[config.mk]
export PLATFORM = sky130hd
export DESIGN_NAME = rtsp_status_code_extractor
export DESIGN_NICKNAME = d
export VERILOG_FILES = /design/src/sv/rsce_pkg.sv /design/src/sv/rtsp_status_code_extractor.sv
export SDC_FILE = /design/constraint.sdc
export NUM_CORES = 1
export LEC_CHECK = 0
export BUFFER_PORTS_ARGS = -buffer_cell sky130_fd_sc_hd__clkbuf_2
export CAP_MARGIN = 20
export CORE_MARGIN = 5
export CORE_UTILIZATION = 32
export DETAILED_ROUTE_END_ITERATION = 16
export PLACE_DENSITY = 0.56
export SLEW_MARGIN = 15
export SYNTH_ARGS = -nofsm -noshare
export SYNTH_HDL_FRONTEND = slang
export SYNTH_SLANG_ARGS = --single-unit
[constraint.sdc]
create_clock -name clk -period 6.75 [get_ports clk]
set_input_delay 1.35 -clock clk [delete_from_list [all_inputs] [get_ports clk]]
set_output_delay 1.35 -clock clk [all_outputs]
set_load 0.02 [all_outputs]
[src/sv/rsce_pkg.sv]
package rsce_pkg;

	localparam logic       KIND_START = 1'b0;
	localparam logic       KIND_DATA  = 1'b1;

	localparam logic [7:0] CHAR_CR    = 8'h0D;
	localparam logic [7:0] CHAR_LF    = 8'h0A;
	localparam logic [7:0] CHAR_TAB   = 8'h09;
	localparam logic [7:0] CHAR_SPACE = 8'h20;
	localparam logic [7:0] CHAR_PLUS  = 8'h2B;
	localparam logic [7:0] CHAR_MINUS = 8'h2D;
	localparam logic [7:0] CHAR_ZERO  = 8'h30;
	localparam logic [7:0] CHAR_NINE  = 8'h39;

	localparam int         PREFIX_LEN     = 5;
	localparam logic [3:0] LINE_MIN_LF_POS = 4'd12;
	localparam logic [3:0] CODE_START_POS  = 4'd9;
	localparam logic [3:0] POS_MAX         = 4'd15;

	localparam logic [1:0] TRIM_KEEP_ALL   = 2'd0;
	localparam logic [1:0] TRIM_DROP_THIRD = 2'd1;
	localparam logic [1:0] TRIM_DROP_REPEAT = 2'd2;
	localparam logic [1:0] TRIM_RESET      = TRIM_DROP_THIRD;

	// number scan phases
	localparam logic [1:0] SCAN_BLANK  = 2'd0;
	localparam logic [1:0] SCAN_DIGITS = 2'd1;
	localparam logic [1:0] SCAN_DONE   = 2'd2;

	typedef logic [PREFIX_LEN-1:0][7:0] prefix_t;
	localparam prefix_t PREFIX = {8'h2F, 8'h50, 8'h53, 8'h54, 8'h52};

	typedef logic [2:0][7:0] code_chars_t;

	typedef struct packed {
		logic       kind;
		logic [7:0] data_byte;
	} in_t;

	typedef struct packed {
		logic signed [10:0] code;
		logic               kept;
	} out_t;

	function automatic logic is_blank(input logic [7:0] c);
		return (c == CHAR_SPACE) || (c >= CHAR_TAB && c <= CHAR_CR);
	endfunction

	function automatic logic is_digit(input logic [7:0] c);
		return (c >= CHAR_ZERO) && (c <= CHAR_NINE);
	endfunction

	// atoi over the three code bytes; the window bounds the value to -99..999
	function automatic logic signed [10:0] read_number(input code_chars_t chars);
		logic [1:0] phase;
		logic       neg;
		logic [9:0] val;
		logic [7:0] c;
		logic [7:0] d;
		phase = SCAN_BLANK;
		neg   = 1'b0;
		val   = '0;
		for (int k = 0; k < 3; k++) begin
			c = chars[2'(k)];
			d = c - CHAR_ZERO;
			unique case (phase)
				SCAN_BLANK: begin
					if (is_blank(c)) begin
						phase = SCAN_BLANK;
					end else if (c == CHAR_PLUS || c == CHAR_MINUS) begin
						neg   = (c == CHAR_MINUS);
						phase = SCAN_DIGITS;
					end else if (is_digit(c)) begin
						val   = {6'd0, d[3:0]};
						phase = SCAN_DIGITS;
					end else begin
						phase = SCAN_DONE;
					end
				end
				SCAN_DIGITS: begin
					if (is_digit(c)) begin
						val = val * 10'd10 + {6'd0, d[3:0]};
					end else begin
						phase = SCAN_DONE;
					end
				end
				default: begin
					phase = SCAN_DONE;
				end
			endcase
		end
		return neg ? -$signed({1'b0, val}) : $signed({1'b0, val});
	endfunction

endpackage

[src/sv/rtsp_status_code_extractor.sv]
// RTSP status-line code extractor.
// Input channel (in_valid/in_ready/in_data): one beat per start marker or stream byte.
// A start beat clears all line and trim history and yields code 0, kept 1.
// A data beat that ends a line (CR LF) of 13+ bytes starting with "RTSP/" yields
// the atoi value of bytes 9..11; a zero value halts output until the next start.
// Each code carries a kept flag from the repeat rule (0 keep all, 1 drop a value
// equal to both of the last two kept, 2 drop a value equal to the last kept).
// Config channel (cfg_valid/cfg_ready/cfg_data) writes the repeat rule; write it
// only while idle. cfg_ready is always high.
// An accepted beat is held in the input register; its result then goes to the
// output register on out_valid. Throughput: one beat per cycle while out drains,
// set by the single input register feeding parse/trim and the output register.
// When out_ready is low the output register holds its beat; one more input beat
// is taken into the input register, then in_ready drops until out drains.
// Reset (arst_n low, asynchronous) empties both registers, clears line and trim
// history, and sets the repeat rule to 1.
module rtsp_status_code_extractor (
	input  logic           clk,
	input  logic           arst_n,
	input  logic           in_valid,
	output logic           in_ready,
	input  rsce_pkg::in_t  in_data,
	output logic           out_valid,
	input  logic           out_ready,
	output rsce_pkg::out_t out_data,
	input  logic           cfg_valid,
	output logic           cfg_ready,
	input  logic [1:0]     cfg_data
);
	import rsce_pkg::*;

	in_t                in_s1;
	logic               valid_s1;
	out_t               out_q;
	logic               out_valid_q;
	logic [1:0]         repeat_rule_q;

	logic [3:0]         line_pos_q;
	logic               prev_cr_q;
	logic               prefix_ok_q;
	code_chars_t        code_chars_q;
	logic               halted_q;
	logic signed [10:0] recent0_q;
	logic signed [10:0] recent1_q;
	logic [1:0]         kept_count_q;

	logic               fire_s1;
	logic               is_lf_end;
	logic               line_full;
	logic signed [10:0] value;
	logic               keep;
	logic               emit;
	out_t               result;

	assign cfg_ready = 1'b1;
	assign fire_s1   = valid_s1 && (!out_valid_q || out_ready);
	assign in_ready  = !valid_s1 || fire_s1;
	assign out_valid = out_valid_q;
	assign out_data  = out_q;

	assign is_lf_end = (line_pos_q != 4'd0) && prev_cr_q && (in_s1.data_byte == CHAR_LF);
	assign line_full = (line_pos_q >= LINE_MIN_LF_POS) && prefix_ok_q;
	assign value     = read_number(code_chars_q);

	always_comb begin
		keep = 1'b1;
		unique case (repeat_rule_q)
			TRIM_DROP_THIRD: begin
				if (kept_count_q == 2'd2 && recent0_q == value && recent1_q == value) begin
					keep = 1'b0;
				end
			end
			TRIM_DROP_REPEAT: begin
				if (kept_count_q != 2'd0 && recent0_q == value) begin
					keep = 1'b0;
				end
			end
			default: begin
				keep = 1'b1;
			end
		endcase
	end

	always_comb begin
		emit        = 1'b0;
		result.code = value;
		result.kept = keep;
		if (in_s1.kind == KIND_START) begin
			emit        = 1'b1;
			result.code = '0;
			result.kept = 1'b1;
		end else if (!halted_q && is_lf_end && line_full && value != 11'sd0) begin
			emit = 1'b1;
		end
	end

	always_ff @(posedge clk or negedge arst_n) begin
		if (!arst_n) begin
			valid_s1 <= 1'b0;
		end else if (in_ready) begin
			valid_s1 <= in_valid;
		end
	end

	always_ff @(posedge clk) begin
		if (in_ready && in_valid) begin
			in_s1 <= in_data;
		end
	end

	always_ff @(posedge clk or negedge arst_n) begin
		if (!arst_n) begin
			out_valid_q <= 1'b0;
		end else if (fire_s1) begin
			out_valid_q <= emit;
		end else if (out_ready) begin
			out_valid_q <= 1'b0;
		end
	end

	always_ff @(posedge clk) begin
		if (fire_s1 && emit) begin
			out_q <= result;
		end
	end

	always_ff @(posedge clk or negedge arst_n) begin
		if (!arst_n) begin
			repeat_rule_q <= TRIM_RESET;
		end else if (cfg_valid && cfg_ready) begin
			repeat_rule_q <= cfg_data;
		end
	end

	always_ff @(posedge clk or negedge arst_n) begin
		if (!arst_n) begin
			line_pos_q   <= '0;
			prev_cr_q    <= 1'b0;
			prefix_ok_q  <= 1'b1;
			code_chars_q <= '0;
			halted_q     <= 1'b0;
			recent0_q    <= '0;
			recent1_q    <= '0;
			kept_count_q <= '0;
		end else if (fire_s1) begin
			if (in_s1.kind == KIND_START) begin
				line_pos_q   <= '0;
				prev_cr_q    <= 1'b0;
				prefix_ok_q  <= 1'b1;
				code_chars_q <= '0;
				halted_q     <= 1'b0;
				recent0_q    <= '0;
				recent1_q    <= '0;
				kept_count_q <= 2'd1;
			end else if (!halted_q) begin
				if (is_lf_end) begin
					line_pos_q  <= '0;
					prev_cr_q   <= 1'b0;
					prefix_ok_q <= 1'b1;
					if (line_full) begin
						if (value == 11'sd0) begin
							halted_q <= 1'b1;
						end else if (keep) begin
							recent1_q <= recent0_q;
							recent0_q <= value;
							if (kept_count_q != 2'd2) begin
								kept_count_q <= kept_count_q + 2'd1;
							end
						end
					end
				end else begin
					if (line_pos_q < 4'(PREFIX_LEN)
					    && in_s1.data_byte != PREFIX[line_pos_q[2:0]]) begin
						prefix_ok_q <= 1'b0;
					end
					if (line_pos_q >= CODE_START_POS && line_pos_q < CODE_START_POS + 4'd3) begin
						code_chars_q[2'(line_pos_q - CODE_START_POS)] <= in_s1.data_byte;
					end
					prev_cr_q <= (in_s1.data_byte == CHAR_CR);
					if (line_pos_q != POS_MAX) begin
						line_pos_q <= line_pos_q + 4'd1;
					end
				end
			end
		end
	end

	a_stall_only_on_full: assert property (@(posedge clk) disable iff (!arst_n)
		!in_ready |-> (valid_s1 && out_valid_q && !out_ready))
		else $error("input stalled while output side could advance");

	a_start_gives_zero: assert property (@(posedge clk) disable iff (!arst_n)
		(fire_s1 && in_s1.kind == KIND_START) |=>
		(out_valid_q && out_q.code == 11'sd0 && out_q.kept && kept_count_q == 2'd1))
		else $error("start beat did not yield code 0 with fresh history");

	a_halted_silent: assert property (@(posedge clk) disable iff (!arst_n)
		(fire_s1 && in_s1.kind == KIND_DATA && halted_q) |=> (!out_valid_q && halted_q))
		else $error("halted block produced a result or left halt on data");

	a_kept_count_bound: assert property (@(posedge clk) disable iff (!arst_n)
		kept_count_q != 2'd3)
		else $error("trim history count overflow");

endmodule
==> results.sh <==
export IMPL_row_count=44
export IMPL_firstDrtPassIters=5
export IMPL_grt_max_degree=52
export IMPL_ir_drop_v=0.0001148
export IMPL_endpoint_kind="register"
export IMPL_die_area_um2=17500
export IMPL_grtUsageMet1_pct=18.81
export IMPL_slowest_stage="nor2_2"
export IMPL_die_h_um=132.3
export IMPL_syn_to_final_growth_pct=11.53
export IMPL_status="completed"
export IMPL_grt_pass1_wl_um=19920
export IMPL_power_density_nw_per_um2=198.0
export IMPL_place_congestion=0.9201
export IMPL_synth_cell_types=79
export IMPL_vias=3937
export IMPL_cts_max_level=3
export IMPL_synth_edff_count=21
export IMPL_synth_area_leaders="dfrtp_1 26%, edfxtp_1 13%, ha_1 4.2%"
export IMPL_nets=542
export IMPL_crit_chain="nand4bb_1, nor3b_1, ha_1, ha_1, inv_1, fa_1, nand2b_1, or3_1, and3_1, o21ai_2, buf_4, nand3_1, and2_1, o311a_1, o2111ai_1, nor4_2, o211a_1, nor2_2, mux2_2"
export IMPL_cts_root_buf="clkbuf_16"
export IMPL_numCtsBuffers=9
export IMPL_grt_use_total_pct=13.85
export IMPL_worstSetupStartpointType="register"
export IMPL_crit_arrival_ns=6.41
export IMPL_synth_seq_cells=72
export IMPL_cts_tree="yes"
export IMPL_relSlewSlack_pct=43.02
export IMPL_core_um2=14590
export IMPL_worst_pin_slew_ns=0.8538
export IMPL_clk_pin_slew_worst_paths_ns=0.06
export IMPL_worstPathRequired_ns=6.97
export IMPL_critPathBufInv=2
export IMPL_cp_top_family="simple AND/OR/NAND/NOR gates"
export IMPL_syn_area_um2=4786
export IMPL_io_buffers=29
export IMPL_antennaDiodeCount=0
export IMPL_yosys_area_top_type="dfrtp_1"
export IMPL_drive_gt1_share_pct=15.98
export IMPL_hold_buffers=0
export IMPL_fin_util_pct=36.59
export IMPL_ys_warn_count=0
export IMPL_setup_violations_final=0
export IMPL_die_x_um=132.3
export IMPL_antenna_found_initial=0
export IMPL_final_cell_mix="49 x dfrtp_1, 39 x nand2_1, 29 x clkbuf_2, 25 x o21ai_0, 24 x nor2_1"
export IMPL_synth_area_per_cell_um2=9.868
export IMPL_vias_per_cell=5.648
export IMPL_synth_top_area_share_pct=25.62
export IMPL_fin_crit_ns=6.191
export IMPL_setup_tns_ns=0
export IMPL_hold_class="reg2reg"
export IMPL_gr_usage_met3_pct=2.710
export IMPL_async_flop_share_pct=70.83
export IMPL_grt_busiest_layer="met2"
export IMPL_postCtsSetupRepairBufs=0
export IMPL_clk_latency_ns=0.34
export IMPL_leakagePower_uw=0.002264
export IMPL_finalCritPeriodShare_pct=91.71
export IMPL_rsz0062_at_grt="no"
export IMPL_grt_pass1_vias=3749
export IMPL_postSynthCellCount=485
export IMPL_skew_ns=0.006610
export IMPL_clock_path_buffers=2
export IMPL_io_pins=31
export IMPL_dp_hpwl_um=8864
export IMPL_synth_nets=519
export IMPL_cap_violations=0
export IMPL_ys_seq_area_share_pct=39.90
export IMPL_overflow=0
export IMPL_wl_um=12050
export IMPL_drc=0
export IMPL_cts_resized=0
export IMPL_grt_use_met2_pct=21.48
export IMPL_cts_sinks=72
export IMPL_max_freq_ghz=0.1615
export IMPL_drt_iter0_markers=196
export IMPL_final_hold_viol_count=0
export IMPL_ant_nets=0
export IMPL_avgRoutedWirePerCell_um=17.29
export IMPL_synth_ff_type="dfrtp_1"
export IMPL_initial_utilization_pct=32.80
export IMPL_final_common_cell="dfrtp_1"
export IMPL_final_max_slew_viol_count=0
export IMPL_criticalPathCategory="reg2reg"
export IMPL_cp_max_fo=14
export IMPL_cpPeakStageDelay_ns=0.66
export IMPL_crit_path_frequent_cell="ha_1"
report_power, final:
| group | leakage (uW) | internal [uW] | switching [uW] | total [uW] |
|---|---|---|---|---|
| Clock | 0.000138 | 256 | 183 | 438 |
| Sequential | 0.000891 | 473 | 22.4 | 496 |
| Combinational | 0.00124 | 44.3 | 78.0 | 122 |
sequential cells by signal (all words and copies together), names as in the netlist, 2 cells and up:
| register | cells |
|---|---|
| repeat_rule_q | 2 |
| line_pos_q | 4 |
| out_data | 12 |
| recent0_q | 11 |
| in_s1 | 9 |
| code_chars_q | 16 |
| recent1_q | 11 |
| kept_count_q | 2 |
cell usage after synthesis, types with 3 or more instances:
library cell  instances
o21ai_0              25
or4_1                 4
a31o_2                3
ha_1                 16
a211oi_1              8
nor2_1               24
o31ai_1              11
edfxtp_1             21
clkbuf_1              8
a22o_1               19
o2111ai_1             4
o22ai_1               4
nor4_1                4
mux2_4                5
a21o_1                6
and2_1               10
dfrtp_1              49
nand4_1              10
a32oi_1               4
nor2b_1               5
inv_1                23
nor3_1                9
buf_2                 8
mux2_2                6
o211ai_1              5
xor2_1                5
nand3b_1              3
nand3_1              18
or3_1                 6
buf_6                 5
a21oi_1              22
xnor2_1              12
mux2i_1               5
nand2_1              39
and3_1               12
nand2b_1              7
metal layers:
layer | vias to the layer above | share of wire, %
met5 | - | 0
met4 | 0 | 2.2
met3 | 18 | 5.2
met2 | 107 | 47
met1 | 1930 | 46
li1 | 1882 | -
kinds of logic (layout without fill, tap and decap cells):
group	after synthesis	after routing	share of synthesized area (%)
flip-flops	72	72	39.90
other	1	1	0.07836
AND/OR/NAND/NOR	174	174	20.73
buffers and inverters	46	74	4.758
adder cells (fa/ha/maj)	18	18	5.020
XOR/XNOR	21	21	4.889
multiplexers	16	16	4.026
AO/OA/AOI/OAI	137	137	20.60
worst paths after layout:
check / start / end / slack, ns / cells past startpoint
max in group asynchronous: arst_n / code_chars_q[8]$_DFFE_PN0P_ / 5.16 / 2
min reg2reg: recent1_q[7]$_DFFE_PN0P_ / recent1_q[7]$_DFFE_PN0P_ / 0.52 / 2
min: recent1_q[7]$_DFFE_PN0P_ / recent1_q[7]$_DFFE_PN0P_ / 0.52 / 2
min in group asynchronous: arst_n / recent1_q[6]$_DFFE_PN0P_ / 1.13 / 2
max: code_chars_q[6]$_DFFE_PN0P_ / recent0_q[10]$_DFFE_PN0P_ / 0.56 / 19
max reg2reg: code_chars_q[6]$_DFFE_PN0P_ / recent0_q[10]$_DFFE_PN0P_ / 0.56 / 19
area by class of cell:
| cell class | count | area (um^2) |
|---|---|---|
| clock buffers | 10 | 239.0 |
| flip-flops and latches | 72 | 1909 |
| well taps | 184 | 230.2 |
| fillers | 1438 | 9251 |
| inverters | 23 | 86.33 |
| multi-input cells | 367 | 2649 |
| clock inverters | 6 | 33.78 |
| repair buffers | 35 | 190.2 |
worst min-delay path, cell delays in order (launching register included):
cell and delay, ns:
dfrtp_1 0.34, o21ai_0 0.08, o31ai_1 0.06
through the flow:
step                      hold WS, ns  setup WS [ns]  area, um^2  power (uW)  std cells
after detailed placement       0.5075         0.6454        5065       627.3        681
after global placement         0.5005         0.8547        5065       621.2        681
after CTS                      0.5209         0.5932        5338        1069        697
after global routing           0.5619         0.1413        5338        1103        697
final                          0.5221         0.5593        5338        1057        697
after floorplan                0.4762          1.628        4786       584.8        485
Note: power is estimated with default switching activity, not from simulation.
